<file path="src/rtl/bpm_pkg.sv">
// Package for the byte pattern matcher: sizes, config register indexes,
// and the result record handed to the output stage. No dependencies.
package bpm_pkg;

    localparam int MAX_PATTERN_BYTES = 32;   // window depth, cells in the chain
    localparam int PATTERN_REG_BYTES = 32;   // bytes held by the pattern registers
    localparam int PATTERN_WORDS     = 4;
    localparam int BYTE_W            = 8;
    localparam int LEN_W             = 6;
    localparam int HOLD_W            = $clog2(MAX_PATTERN_BYTES + 1);
    localparam int POS_W             = 32;
    localparam int TOTAL_W           = 32;
    localparam int CFG_IDX_W         = 3;
    localparam int CFG_DATA_W        = 64;

    typedef enum logic [CFG_IDX_W-1:0] {
        CFG_PATTERN_LENGTH = 3'd0,
        CFG_BYTES_0_7      = 3'd1,
        CFG_BYTES_8_15     = 3'd2,
        CFG_BYTES_16_23    = 3'd3,
        CFG_BYTES_24_31    = 3'd4
    } t_cfg_index;

    typedef struct packed {
        logic               hit;
        logic [POS_W-1:0]   offset;
        logic [TOTAL_W-1:0] total;
    } t_result;

endpackage

</file>
<file path="src/rtl/bpm_cell.sv">
// One window cell: holds one recent byte and its valid bit, shifts to its
// neighbor per transaction, compares the incoming byte. Uses bpm_pkg.
module bpm_cell (
    input  logic                      i_clk,
    input  logic                      i_rst_n,
    input  logic                      i_shift,
    input  logic                      i_clear,
    input  logic [bpm_pkg::BYTE_W-1:0] i_byte,
    input  logic                      i_valid,
    input  logic [bpm_pkg::BYTE_W-1:0] i_pat_byte,
    input  logic                      i_in_use,
    output logic [bpm_pkg::BYTE_W-1:0] o_byte,
    output logic                      o_valid,
    output logic                      o_eq
);

    logic [bpm_pkg::BYTE_W-1:0] r_byte;
    logic                       r_valid;

    // unused positions always agree; used ones need a filled, equal byte
    assign o_eq    = ~i_in_use | (i_valid & (i_byte == i_pat_byte));
    assign o_byte  = r_byte;
    assign o_valid = r_valid & ~i_clear;

    always_ff @(posedge i_clk) begin
        if (!i_rst_n) begin
            r_valid <= 1'b0;
        end else if (i_shift) begin
            r_valid <= i_valid;
        end
    end

    always_ff @(posedge i_clk) begin
        if (i_shift) begin
            r_byte <= i_byte;
        end
    end

endmodule

</file>
<file path="src/rtl/bpm_out_skid.sv">
// Output register plus one skid entry for result records; decouples the
// input ready from the output ready. Uses bpm_pkg.
module bpm_out_skid (
    input  logic             i_clk,
    input  logic             i_rst_n,
    input  logic             i_push,
    input  bpm_pkg::t_result i_result,
    output logic             o_can_push,
    output logic             o_valid,
    input  logic             i_ready,
    output bpm_pkg::t_result o_result
);

    logic             r_out_valid;
    logic             r_skid_valid;
    bpm_pkg::t_result r_out;
    bpm_pkg::t_result r_skid;

    assign o_can_push = ~r_skid_valid;
    assign o_valid    = r_out_valid;
    assign o_result   = r_out;

    always_ff @(posedge i_clk) begin
        if (!i_rst_n) begin
            r_out_valid  <= 1'b0;
            r_skid_valid <= 1'b0;
        end else if (r_skid_valid) begin
            if (i_ready) begin
                r_skid_valid <= 1'b0;
            end
        end else if (i_push) begin
            if (!r_out_valid || i_ready) begin
                r_out_valid <= 1'b1;
            end else begin
                r_skid_valid <= 1'b1;
            end
        end else if (i_ready) begin
            r_out_valid <= 1'b0;
        end
    end

    always_ff @(posedge i_clk) begin
        if (r_skid_valid) begin
            if (i_ready) begin
                r_out <= r_skid;
            end
        end else if (i_push) begin
            if (!r_out_valid || i_ready) begin
                r_out <= i_result;
            end else begin
                r_skid <= i_result;
            end
        end
    end

endmodule

</file>
<file path="src/rtl/byte_pattern_matcher.sv">
// Top level of the byte pattern matcher: config registers, the chain of
// window cells, hold-off / position / total counters. Uses bpm_pkg,
// bpm_cell and bpm_out_skid.
//
// Exact, non-overlapping search for a pattern of 1..32 bytes in a stream of
// file bytes, one byte per input transaction, with exactly one result per
// input. The window is a chain of 32 cells; each cell keeps one recent byte
// and compares the byte arriving at it against the pattern byte aligned to
// its depth, so the whole window is checked in the cycle the byte is taken.
// Throughput is one byte per clock while the output keeps up. An accepted
// byte's result is registered into the output register, or, while a result
// waits there, into a one-entry skid behind it, so the input keeps taking
// bytes and drops ready only when both output entries are full. i_file_start
// restarts window, overlap hold-off and file offset on that byte; the match
// total runs across files and saturates at all ones. A match blocks further
// matches until its last byte has passed, so overlapping hits are dropped,
// leftmost first. pattern_length 0 or above 32 disables matching. Config
// writes take effect on the next cycle and are meant for idle periods.
module byte_pattern_matcher (
    input  logic                              i_clk,
    input  logic                              i_rst_n,
    // config write port
    input  logic                              i_cfg_we,
    input  logic [bpm_pkg::CFG_IDX_W-1:0]     i_cfg_index,
    input  logic [bpm_pkg::CFG_DATA_W-1:0]    i_cfg_data,
    // input stream
    input  logic                              i_in_valid,
    output logic                              o_in_ready,
    input  logic [bpm_pkg::BYTE_W-1:0]        i_data_byte,
    input  logic                              i_file_start,
    // result stream
    output logic                              o_out_valid,
    input  logic                              i_out_ready,
    output logic                              o_match_hit,
    output logic [bpm_pkg::POS_W-1:0]         o_match_offset,
    output logic [bpm_pkg::TOTAL_W-1:0]       o_match_total
);

    localparam int NB = bpm_pkg::MAX_PATTERN_BYTES;
    localparam int BW = bpm_pkg::BYTE_W;

    // config registers
    logic [bpm_pkg::LEN_W-1:0]      r_pattern_length;
    logic [bpm_pkg::CFG_DATA_W-1:0] r_pattern_word [0:bpm_pkg::PATTERN_WORDS-1];

    // per-file and global counters
    logic [bpm_pkg::HOLD_W-1:0]  r_holdoff;
    logic [bpm_pkg::POS_W-1:0]   r_position;
    logic [bpm_pkg::TOTAL_W-1:0] r_total;
    logic [bpm_pkg::HOLD_W-1:0]  n_holdoff;
    logic [bpm_pkg::POS_W-1:0]   n_position;
    logic [bpm_pkg::TOTAL_W-1:0] n_total;

    logic                        accept;
    logic                        can_push;
    logic                        len_ok;
    logic                        window_eq;
    logic                        hit;
    logic [bpm_pkg::HOLD_W-1:0]  cur_holdoff;
    logic [bpm_pkg::POS_W-1:0]   cur_position;
    logic [bpm_pkg::HOLD_W-1:0]  len_m1;
    logic [15:0]                 shift_bits;
    logic [NB*BW-1:0]            pat_flat;
    logic [NB*BW-1:0]            pat_rev;
    logic [NB*BW-1:0]            pat_aligned;
    logic [BW-1:0]               win_byte  [0:NB-1];
    logic                        win_valid [0:NB-1];
    logic [NB-1:0]               cell_eq;
    bpm_pkg::t_result            result;
    bpm_pkg::t_result            out_result;

    assign accept     = i_in_valid & o_in_ready;
    assign o_in_ready = can_push;

    // ---- configuration writes ----
    always_ff @(posedge i_clk) begin
        if (!i_rst_n) begin
            r_pattern_length <= '0;
            for (int w = 0; w < bpm_pkg::PATTERN_WORDS; w++) begin
                r_pattern_word[w] <= '0;
            end
        end else if (i_cfg_we) begin
            case (bpm_pkg::t_cfg_index'(i_cfg_index))
                bpm_pkg::CFG_PATTERN_LENGTH: begin
                    r_pattern_length <= i_cfg_data[bpm_pkg::LEN_W-1:0];
                end
                bpm_pkg::CFG_BYTES_0_7:   r_pattern_word[0] <= i_cfg_data;
                bpm_pkg::CFG_BYTES_8_15:  r_pattern_word[1] <= i_cfg_data;
                bpm_pkg::CFG_BYTES_16_23: r_pattern_word[2] <= i_cfg_data;
                bpm_pkg::CFG_BYTES_24_31: r_pattern_word[3] <= i_cfg_data;
                default: ;
            endcase
        end
    end

    // ---- pattern alignment ----
    // Cell k must see pattern byte (len-1-k): reverse the byte order, then
    // shift down by (NB - len) bytes. Depends on config only.
    assign len_ok = (r_pattern_length != '0) &&
                    (32'(r_pattern_length) <= 32'(NB));
    assign shift_bits = (16'(NB) - 16'(r_pattern_length)) << 3;

    genvar g;
    generate
        for (g = 0; g < NB; g++) begin : g_pat
            if (g < bpm_pkg::PATTERN_REG_BYTES) begin : g_reg
                assign pat_flat[g*BW +: BW] = r_pattern_word[g / 8][(g % 8)*BW +: BW];
            end else begin : g_zero
                assign pat_flat[g*BW +: BW] = '0;
            end
            assign pat_rev[g*BW +: BW] = pat_flat[(NB-1-g)*BW +: BW];
        end
    endgenerate

    assign pat_aligned = pat_rev >> shift_bits;

    // ---- window cell chain ----
    // win_* is what arrives at each cell: cell 0 gets the new byte, cell k
    // gets cell k-1's stored byte, so win_* is the window after the shift.
    assign win_byte[0]  = i_data_byte;
    assign win_valid[0] = 1'b1;

    generate
        for (g = 0; g < NB; g++) begin : g_cell
            logic in_use;
            assign in_use = ({1'b0, r_pattern_length} > 7'(g));
            if (g < NB - 1) begin : g_link
                bpm_cell u_cell (
                    .i_clk      (i_clk),
                    .i_rst_n    (i_rst_n),
                    .i_shift    (accept),
                    .i_clear    (i_file_start),
                    .i_byte     (win_byte[g]),
                    .i_valid    (win_valid[g]),
                    .i_pat_byte (pat_aligned[g*BW +: BW]),
                    .i_in_use   (in_use),
                    .o_byte     (win_byte[g+1]),
                    .o_valid    (win_valid[g+1]),
                    .o_eq       (cell_eq[g])
                );
            end else begin : g_last
                bpm_cell u_cell (
                    .i_clk      (i_clk),
                    .i_rst_n    (i_rst_n),
                    .i_shift    (accept),
                    .i_clear    (i_file_start),
                    .i_byte     (win_byte[g]),
                    .i_valid    (win_valid[g]),
                    .i_pat_byte (pat_aligned[g*BW +: BW]),
                    .i_in_use   (in_use),
                    .o_byte     (),
                    .o_valid    (),
                    .o_eq       (cell_eq[g])
                );
            end
        end
    endgenerate

    assign window_eq = &cell_eq;

    // ---- match decision and counters ----
    assign cur_holdoff  = i_file_start ? '0 : r_holdoff;
    assign cur_position = i_file_start ? '0 : r_position;
    assign len_m1       = bpm_pkg::HOLD_W'(r_pattern_length - 1'b1);
    assign hit          = (cur_holdoff == '0) && len_ok && window_eq;

    always_comb begin
        n_position = cur_position + 1'b1;
        n_total    = r_total;
        if (cur_holdoff != '0) begin
            n_holdoff = cur_holdoff - 1'b1;
        end else if (hit) begin
            n_holdoff = len_m1;
        end else begin
            n_holdoff = '0;
        end
        if (hit && (r_total != '1)) begin
            n_total = r_total + 1'b1;
        end
    end

    always_ff @(posedge i_clk) begin
        if (!i_rst_n) begin
            r_holdoff  <= '0;
            r_position <= '0;
            r_total    <= '0;
        end else if (accept) begin
            r_holdoff  <= n_holdoff;
            r_position <= n_position;
            r_total    <= n_total;
        end
    end

    assign result.hit    = hit;
    assign result.offset = hit ? (cur_position - bpm_pkg::POS_W'(len_m1)) : '0;
    assign result.total  = n_total;

    // ---- output stage ----
    bpm_out_skid u_out (
        .i_clk      (i_clk),
        .i_rst_n    (i_rst_n),
        .i_push     (accept),
        .i_result   (result),
        .o_can_push (can_push),
        .o_valid    (o_out_valid),
        .i_ready    (i_out_ready),
        .o_result   (out_result)
    );

    assign o_match_hit    = out_result.hit;
    assign o_match_offset = out_result.offset;
    assign o_match_total  = out_result.total;

`ifndef SYNTH
    // hold-off never exceeds the pattern span
    a_holdoff_bound: assert property (@(posedge i_clk) disable iff (!i_rst_n)
        (32'(r_holdoff) < 32'(NB)))
        else $error("overlap hold-off out of range");

    // two hits on consecutive bytes of one file need a one-byte pattern
    a_no_overlap: assert property (@(posedge i_clk) disable iff (!i_rst_n)
        (accept && hit && (r_pattern_length > 6'd1)) |=>
        !(accept && !i_file_start && hit))
        else $error("overlapping match reported");

    // the match total only grows
    a_total_monotonic: assert property (@(posedge i_clk) disable iff (!i_rst_n)
        $past(i_rst_n) |-> (r_total >= $past(r_total)))
        else $error("match total decreased");

    // input stalls only while a result waits at the output
    a_stall_has_output: assert property (@(posedge i_clk) disable iff (!i_rst_n)
        !o_in_ready |-> o_out_valid)
        else $error("input stalled with empty output");
`endif

endmodule

</file>
<file path="config.mk">
export PLATFORM = sky130hd
export DESIGN_NAME = byte_pattern_matcher
export DESIGN_NICKNAME = d
export VERILOG_FILES = /design/src/rtl/bpm_pkg.sv /design/src/rtl/bpm_cell.sv /design/src/rtl/bpm_out_skid.sv /design/src/rtl/byte_pattern_matcher.sv
export SDC_FILE = /design/constraint.sdc
export NUM_CORES = 2
export LEC_CHECK = 0
export ABC_AREA = 1
export BUFFER_PORTS_ARGS = -buffer_cell sky130_fd_sc_hd__clkbuf_2
export CAP_MARGIN = 20
export CORE_ASPECT_RATIO = 0.8
export CORE_MARGIN = 2
export CORE_UTILIZATION = 25
export DETAILED_ROUTE_END_ITERATION = 10
export PLACE_DENSITY = 0.38
export SKIP_LAST_GASP = 1
export SLEW_MARGIN = 20
export SYNTH_ARGS = -nofsm -noshare
export SYNTH_HDL_FRONTEND = slang
export SYNTH_HIERARCHICAL = 1
export SYNTH_SLANG_ARGS = --single-unit
export TNS_END_PERCENT = 10
</file>
<file path="constraint.sdc">
create_clock -name i_clk -period 12.34 [get_ports i_clk]
set_input_delay 2.468 -clock i_clk [delete_from_list [all_inputs] [get_ports i_clk]]
set_output_delay 2.468 -clock i_clk [all_outputs]
set_load 0.02 [all_outputs]
</file>
==> qor.yml <==
logic_synthesis:
  syn_area_per_cell_sq_um: 7.141
  ys_warn_count: 6
  synth_nets: 6847
  synth.cell_area_sq_um: 48220
  syn_inst: 6753
floorplan:
  die_h_um: 396.8
  die_area_sq_um: 196400
  core_area_sq_um: 192100
  start_util_pct: 25.11
  ios: 148
  die_w_um: 495.0
  fp-row-count: 144
worst_setup_path:
  cp.arrival_ns: 9.16
  endpoint_kind: "flip-flop"
  crit_type: "reg2reg"
  required_ns: 12.79
  crit_path_frequent_cell: "nand2_1"
  cpPeakStageDelay_ns: 0.92
  critPathMaxFanout: 121
  r2r_slack_ns: 3.63
  slowest_stage: "buf_4"
  worstSetupStartpointType: "flip-flop"
clocking:
  clock_path_buffers: 3
  cts_max_level: 3
  clock_sinks: 743
  clk_pin_slew_ns: 0.07
  cts_setup_buffers: 0
  cts_resized: 0
  cts_tree: "yes"
  cts_hold_buffers: 0
  clockRootBuffer: "clkbuf_16"
  cts_made_buffers: 93
  clk_latency_ns: 0.74
pwr:
  p_clk_share_pct: 37.5
  p_per_area_nw_per_um2: 141.1
  seq_power_share_pct: 39.5
  ir_worst_vdd_mv: 0.09679
  p_sw_share_pct: 34.81
  p_int_mw: 4.979
  p_leak_nw: 22.72
  pwr-share-comb_pct: 22.9
  power.switching_mw: 2.658
global_routing:
  track_usage_pct: 21.39
  antenna_found_initial: 12
  gr-total-overflow: 0
  first_global_vias: 43490
  grt_pass1_wl_um: 310500
  grt_max_degree: 171
timing:
  fin_crit_sh_pct: 70.60
  maxSlewViolCount: 0
  finClkSkew_ns: 0.05098
  period_minus_slack_ns: 8.712
  fin_tns_setup_ns: 0
  tightestPinTransition_ns: 1.172
  hold_viol: 0
  rsz0062_at_grt: "no"
  finalSetupViolCount: 0
  fmax_mhz: 114.8
  max_slew_margin_pct: 21.87
finish:
  drive_above_1_share_pct: 5.974
  nNetsFinal: 6747
  final_core_util_pct: 28.18
  syn2layout_area_growth_pct: 12.25
detailed_routing:
  avgRoutedWirePerCell_um: 23.13
  drcViolationCount: 0
  routed-wl-met3_um: 12540
  met1_length_um: 102800
  routed_wl_um: 214900
  route.met2.wl_um: 93630
  top_layer: "met5"
  vias: 46620
  antenna_left: 0
  firstDrtPassIters: 8
  vias_per_cell: 5.019
  initialDrtViolationCount: 5000
placement:
  place_congestion: 0.9125
  portBuffers: 147
  dp_hpwl_um: 151600
run_status:
  status: "finished clean"
job:
  cap_violations: 0
min_path:
  hold_class: "reg2reg"
[metal layers]
metal | track usage, % | up-vias
li1 | - | 22410
met1 | 31.51 | 22430
met2 | 32.77 | 1518
met3 | 2.710 | 256
met4 | 5.422 | 6
met5 | 0 | -
[metrics by stage]
step	worst slack, ns	power (mW)	cells	area, sq um	hold slack, ns
6_report	3.628	7.638	9289	54130	0.4244
5_1_grt	3.014	7.985	9284	54120	0.4290
4_1_cts	3.744	7.728	9283	54100	0.4216
3_5_place_dp	3.782	4.813	9112	51060	0.4433
3_3_place_gp	3.827	4.824	9112	51060	0.4361
2_1_floorplan	1.764	4.111	6753	48220	0.4264
[layout by cell type, fill, tap and decap left out, drive strengths merged, types with 8 or more instances in the layout]
| cell | count |
|---|---|
| nor3 | 72 |
| buf | 53 |
| o22ai | 8 |
| nand3 | 1992 |
| xor2 | 23 |
| a21boi | 23 |
| dfxtp | 109 |
| nand4 | 64 |
| nor2 | 723 |
| nand2 | 1564 |
| bufinv | 11 |
| o21ai | 97 |
| clkbuf | 269 |
| xnor2 | 71 |
| clkinv | 27 |
| inv | 709 |
| a21oi | 183 |
| edfxtp | 634 |
| or2 | 35 |
| ha | 12 |
[final cells by class]
class / count / area (sq um)
fillers: 21060 / 137900
multi-input cells: 4912 / 22730
flip-flops and latches: 743 / 21230
well taps: 2555 / 3197
inverters: 704 / 2680
clock buffers: 123 / 2450
repair buffers: 199 / 1251
clock inverters: 48 / 586.8
diodes: 5 / 12.51
[state kept, by name, summed over array words and instances, names as in the netlist]
name / count
g_cell.g_link.u_cell/r_valid: 31
r_pattern_length: 6
u_out/r_skid: 65
r_pattern_word: 256
u_out/o_valid: 1
r_total: 32
u_out/o_result: 65
g_cell.g_link.u_cell/o_byte: 248
r_position: 32
u_out/r_skid_valid: 1
r_holdoff: 6
[worst max-delay path: cells and delay by family (launching register included)]
kind	cells	cell delay [ns]
AND/OR/NAND/NOR	24	5.16
flip-flops	1	0.43
buffers and inverters	4	2.08
adder cells (fa/ha/maj)	1	0.28
XOR/XNOR	1	0.16
[power groups by stage]
stage	registers, mW	logic (mW)	clock network (mW)
final	3.02	1.75	2.87
after global routing	3.03	1.91	3.04
after CTS	3.02	1.75	2.96
after detailed placement	3.07	1.74	0
after global placement	3.08	1.75	0
after floorplan	3.05	1.06	0
[path summary, 6_finish.rpt]
path,from,end,cells after the start
hold reg to reg,g_cell[14].g_link.u_cell/o_byte[0],g_cell[15].g_link.u_cell/o_byte[0],0
setup reg to reg,r_pattern_length[0],u_out/o_result[5],30
hold / removal,g_cell[14].g_link.u_cell/o_byte[0],g_cell[15].g_link.u_cell/o_byte[0],0
setup / recovery,r_pattern_length[0],u_out/o_result[5],30
Note: power is estimated with default switching activity, not from simulation.
